`src/hdl/row_zscore_normalizer_defines.svh`:
```
// assertion macros for the row z-score normaliser
`ifndef ROW_ZSCORE_NORMALIZER_DEFINES_SVH
`define ROW_ZSCORE_NORMALIZER_DEFINES_SVH

// implication checked on every clock edge outside reset
`define RZN_ASSERT_IMPL(label, ante, cons, msg) \
    label: assert property (@(posedge clk) disable iff (!rst_n) (ante) |-> (cons)) \
        else $error(msg);

// implication checked in the cycle after the antecedent
`define RZN_ASSERT_NEXT(label, ante, cons, msg) \
    label: assert property (@(posedge clk) disable iff (!rst_n) (ante) |=> (cons)) \
        else $error(msg);

`endif

```
`src/hdl/rzn_pkg.sv`:
```
// shared constants for the row z-score normaliser
package rzn_pkg;

    localparam int RowLen    = 80;
    localparam int Pairs     = (RowLen + 1) / 2;
    localparam int AddrW     = $clog2(RowLen);
    localparam int PairW     = $clog2(Pairs + 1);
    localparam int ValW      = 20;
    localparam int SumW      = 27;
    localparam int SqW       = 47;
    localparam int LenW      = $clog2(RowLen + 1);
    // num < 2^(SqW+LenW); radicand is num << 10, kept even so the root takes whole bit pairs
    localparam int RadW      = ((SqW + LenW + 10 + 1) / 2) * 2;
    localparam int RootW     = (RadW + 1) / 2;
    localparam int DW        = SumW + LenW + 2;
    localparam int DivNumW   = DW + 17;
    localparam int QW        = 21;
    localparam logic [LenW-1:0] RowLenC = LenW'(RowLen);
    localparam bit   OddRow  = (RowLen % 2) == 1;

    localparam logic signed [ValW-1:0] OutMax = 20'sd524287;
    localparam logic signed [ValW-1:0] OutMin = -20'sd524288;

endpackage

```
`src/hdl/rzn_divider.sv`:
```
// iterative restoring divider with rounding and saturation for one normalised value
module rzn_divider
    import rzn_pkg::*;
(
    input  logic                   clk,
    input  logic                   rst_n,
    input  logic                   start,
    input  logic signed [DW-1:0]   d,
    input  logic [RootW-1:0]       sd,
    output logic                   done,
    output logic signed [ValW-1:0] norm
);

    localparam int CntW = $clog2(DivNumW + 1);

    logic [DivNumW-1:0] quo_reg,  quo_next;
    logic [RootW:0]     rem_reg,  rem_next;
    logic [RootW-1:0]   sd_reg,   sd_next;
    logic               neg_reg,  neg_next;
    logic [CntW-1:0]    cnt_reg,  cnt_next;
    logic               busy_reg, busy_next;
    logic               done_reg, done_next;
    logic signed [ValW-1:0] norm_reg, norm_next;

    logic [DW-1:0]      mag;
    logic [RootW+1:0]   trial;
    logic [RootW+1:0]   remsh;
    logic [DivNumW:0]   qround;
    logic [QW-1:0]      qsat;

    always_comb
    begin
        mag   = d[DW-1] ? DW'(-d) : DW'(d);
        remsh = {rem_reg, quo_reg[DivNumW-1]};
        trial = remsh - {2'b00, sd_reg};
        // remainder doubled against divisor decides the round-up
        qround = {1'b0, quo_reg} + ((({rem_reg, 1'b0}) >= {1'b0, sd_reg}) ?
                 (DivNumW+1)'(1) : (DivNumW+1)'(0));
        qsat  = (qround > (DivNumW+1)'(1 << 20)) ? QW'(1 << 20) : qround[QW-1:0];

        quo_next  = quo_reg;
        rem_next  = rem_reg;
        sd_next   = sd_reg;
        neg_next  = neg_reg;
        cnt_next  = cnt_reg;
        busy_next = busy_reg;
        done_next = 1'b0;
        norm_next = norm_reg;
        if (start)
        begin
            quo_next  = {mag, 17'd0};
            rem_next  = '0;
            sd_next   = sd;
            neg_next  = d[DW-1];
            cnt_next  = CntW'(DivNumW);
            busy_next = (sd != '0);
            if (sd == '0)
            begin
                done_next = 1'b1;
                norm_next = '0;
            end
        end
        else if (busy_reg)
        begin
            if (!trial[RootW+1])
            begin
                rem_next = trial[RootW:0];
                quo_next = {quo_reg[DivNumW-2:0], 1'b1};
            end
            else
            begin
                rem_next = remsh[RootW:0];
                quo_next = {quo_reg[DivNumW-2:0], 1'b0};
            end
            cnt_next = cnt_reg - CntW'(1);
            if (cnt_reg == CntW'(0))
            begin
                quo_next  = quo_reg;
                rem_next  = rem_reg;
                busy_next = 1'b0;
                done_next = 1'b1;
                if (neg_reg)
                    norm_next = (qsat >= QW'(1 << 19)) ? OutMin : ValW'(-$signed({1'b0, qsat}));
                else
                    norm_next = (qsat > QW'(OutMax)) ? OutMax : ValW'(qsat);
            end
        end
    end

    always_ff @(posedge clk or negedge rst_n)
    begin
        if (!rst_n)
        begin
            busy_reg <= 1'b0;
            done_reg <= 1'b0;
            cnt_reg  <= '0;
        end
        else
        begin
            busy_reg <= busy_next;
            done_reg <= done_next;
            cnt_reg  <= cnt_next;
        end
    end

    always_ff @(posedge clk)
    begin
        quo_reg  <= quo_next;
        rem_reg  <= rem_next;
        sd_reg   <= sd_next;
        neg_reg  <= neg_next;
        norm_reg <= norm_next;
    end

    assign done = done_reg;
    assign norm = norm_reg;

endmodule

```
`config.mk`:
```
export PLATFORM = sky130hd
export DESIGN_NAME = rzn_divider
export DESIGN_NICKNAME = d
export VERILOG_FILES = /design/src/hdl/row_zscore_normalizer_defines.svh /design/src/hdl/rzn_pkg.sv /design/src/hdl/rzn_divider.sv
export SDC_FILE = /design/constraint.sdc
export NUM_CORES = 1
export LEC_CHECK = 0
export CORE_AREA = 2 2 180 182
export CTS_CLUSTER_SIZE = 40
export DETAILED_ROUTE_END_ITERATION = 8
export DIE_AREA = 0 0 182 184
export DONT_BUFFER_PORTS = 1
export PLACE_DENSITY = 0.58
export SYNTH_ARGS = -nofsm -noshare
export SYNTH_HDL_FRONTEND = slang
export SYNTH_SLANG_ARGS = --single-unit
```
`constraint.sdc`:
```
create_clock -name clk -period 6.6 [get_ports clk]
set_clock_uncertainty 0.2 [all_clocks]
set_input_delay 1.32 -clock clk [delete_from_list [all_inputs] [get_ports clk]]
set_output_delay 1.32 -clock clk [all_outputs]
set_load 0.005 [all_outputs]
```
==> summary.txt <==
Synth
  – Yosys warns: 0
  – Primary FF master, synth: edfxtp_1
  – Syn_nets: 1417
  – Post-synth EDFFs: 89
  – FF+latch count, synth: between 100 and 150
  – Post-Syn Area per Cell: 8.38 um2
  – Count of cell types in the netlist: 94
  – Post-Synthesis Cells: 1306
  – Mapped cell area: 10900 um2
  – Post-synthesis async set-or-reset flop share: between 5 and 6%
  – Sequential area share after synthesis: 35.4%

Cells and area
  – Area taken by flip-flops and latches: 3870 um2
  – Most common cell after layout, fill and taps aside: nand2_1
  – Most frequent cells in the layout: nand2_1, buf_4, edfxtp_1
  – Layout cells sized above 1: between 10% and 20%
  – Area Overhead vs Synth: 16.5%
  – Multi-input gate area: 6750 um2
  – Final cell count without fillers: 1776
  – Diodes inserted: 0
  – Fin area: 12800 um2
  – Max reg flops: 53
  – Nets: roughly 1500
  – Fillcell total: 3128

Clocking
  – CTS Root Cell: clkbuf_16
  – CTS clock-pin slew for the worst setup and hold paths: 0.07 ns
  – TritonCTS clock tree: done
  – Clk buf depth: 2
  – Htree depth: 4
  – Hold_buf cts: 0
  – Clock latency on the worst-skew pair: 0.45 ns
  – Clock buffer count from CTS: 17
  – CTS Sinks: 147

GRT
  – GR Util met3: 3.05%
  – Total gr overflow: 0
  – Grt met2 use: approximately a third
  – Busiest grt layer: met2
  – Met1 Usage GRT: 24.5%
  – GRT Total Usage: 18.7%
  – First-pass GRT wire length: 50.4 mm
  – Initial antenna violation count: 0
  – Vias in the first global route: 9621
  – Largest net degree at the start of global routing: 105

Die
  – Initial Util: 34.9%
  – Die width: 182 um
  – Top Ports: 92
  – Core footprint: 31400 um2
  – # rows: 65
  – Die Footprint: 33500 um2
  – Die height: 184 um

Status
  – Violated checks: setup timing
  – Outcome: complete, but fails checks

Placement
  – DP Worst Slack: -0.361 ns
  – Port bufs: 0
  – Placed cell count: 1737
  – Placed Area: 11900 um2
  – Routability cong.: roughly 0.9
  – DP HPWL: 23.4 mm

Critical path
  – R2R Setup Slk: -0.05 ns
  – CP Launch Type: register
  – Worst EP required: 6.59 ns
  – WP depth: 35
  – Worst R2R Path Depth: 35
  – CP endpoint kind: register
  – R2r endpoint: norm[16]
  – Critical R2R Launch: sd_reg[13]
  – Slowest cell delay on critical path: 0.56 ns
  – Crit path buf inv count: 4
  – Worst setup path category: register to register
  – Crit path max fanout: 4
  – CP max stage cell: or4b_4
  – CP top delay family: simple AND/OR/NAND/NOR gates
  – Critical Path AT: between 6 and 7 ns
  – Worst setup path startpoint: sd_reg[13]
  – Critical Path Sink: norm[16]

Power
  – Combinational share of power: 38.1%
  – Final Total Pwr: ~3.5 mW
  – P_int: 2.26 mW
  – Clk network pwr share: a little over a quarter
  – Leakage: 4.93 nW
  – Net switching power figure: about 1.3 mW
  – Flop pwr share: 34.6%
  – VDD IR max: 0.000190 V
  – Sw Ratio: 36.3%
  – Power Dens Cells: 278 nW/um2

Flow run
  – Max-cap violations: 0

Hold path
  – HP Class: register to register

Drt
  – DRC Markers: 0
  – Drt first pass iters: 5
  – Avg WL per Cell: roughly 18 um
  – Final wirelength: between 30 and 40 mm
  – Via Count: around 10000
  – Antenna Nets Post-Route: 0
  – Initial DRC count: 716
  – Vias/cell: 5.62

STA
  – Max-Slew Margin vs Limit: between 40% and 50%
  – Min Tclk post-route: 6.65 ns
  – Setup slack after layout: -0.0484 ns
  – Final period util: 101%
  – Count of final hold-check violations: 0
  – Count of pins over their slew limit: 0
  – Fmax: 0.150 GHz
  – Hold WS: 0.292 ns
  – Worst-Margin Slew: 0.815 ns
  – RSZ-0062 raised after global routing: yes
  – # setup viols final: 5
[repair_timing]
action,4_1_cts,5_1_grt
endpoints found under the setup margin,15,15
resized for setup,5,48
setup buffers,0,7
endpoints found under the hold margin,0,0
pin swaps,1,28
[worst min path at each step]
stage	start	endpoint	slack (ns)	cells past startpoint
5_1_grt	rem_reg[17]	rem_reg[18]	0.31	2
3_3_place_gp	quo_reg[0]	quo_reg[1]	0.27	2
2_1_floorplan	quo_reg[0]	quo_reg[1]	0.25	2
6_report	rem_reg[17]	rem_reg[18]	0.29	2
3_5_place_dp	quo_reg[0]	quo_reg[1]	0.28	2
4_1_cts	quo_reg[0]	quo_reg[0]	0.29	2
[cell type report]
type | instances | area share (%)
flip-flops and latches | 147 | 30.4
well taps | 402 | 3.94
clock buffers | 19 | 3.47
clock inverters | 13 | 0.981
repair buffers | 112 | 6.62
inverters | 56 | 1.65
multi-input cells | 1027 | 53.0
[per-stage QoR]
step / TNS [ns] / utilization (%)
2_1_floorplan: 0 / -
3_3_place_gp: -0.709 / 38.0
3_5_place_dp: -4.21 / 38.0
4_1_cts: 0 / 39.8
5_1_grt: -4.82 / 40.6
6_report: -0.130 / 40.6
[worst register-to-register path, delay by kind of cell, from the launching register on]
kind	cells	cell delay, ns
and+or+nand+nor	16	2.90
DFF	1	0.32
buffers and inverters	4	0.40
adders and majority gates	4	0.81
AOI/OAI and AO/OA	10	1.52
muxes	1	0.26
[layer usage]
metal	part of all wire (%)	up-vias
met1	46	4746
met5	0	-
met3	3.8	32
met4	1.6	0
li1	-	4960
met2	48	235
[synthesized netlist by cell type, types with 26 or more instances]
master / count / area (um2)
xnor2_1: 46 / 403
nor3_1: 30 / 150
clkbuf_1: 47 / 176
edfxtp_1: 89 / 2670
dfxtp_1: 50 / 1000
nand4_1: 30 / 188
xor2_1: 48 / 420
nand3_1: 75 / 375
a21oi_1: 57 / 285
inv_1: 55 / 206
ha_1: 39 / 488
a31oi_1: 26 / 163
o21ai_0: 91 / 455
nand2_1: 199 / 747
nor2_1: 63 / 236
[power groups by stage]
stage	logic (mW)	clock network, mW	registers [mW]
3_3_place_gp	1.30	0	1.24
6_report	1.35	0.965	1.23
4_1_cts	1.31	0.984	1.22
3_5_place_dp	1.30	0	1.24
5_1_grt	1.50	1.02	1.24
2_1_floorplan	0.926	0	1.18
[logic make-up after synthesis]
kind of cell | Yosys count | share of synthesized area [%]
multiplexers | 13 | 1.22
AO/OA/AOI/OAI | 328 | 20.0
flip-flops | 147 | 35.4
buffers and inverters | 132 | 5.03
AND/OR/NAND/NOR | 552 | 26.2
XOR/XNOR | 94 | 7.52
adder cells (fa/ha/maj) | 40 | 4.64
No activity file was read; power rests on OpenSTA's default activity.
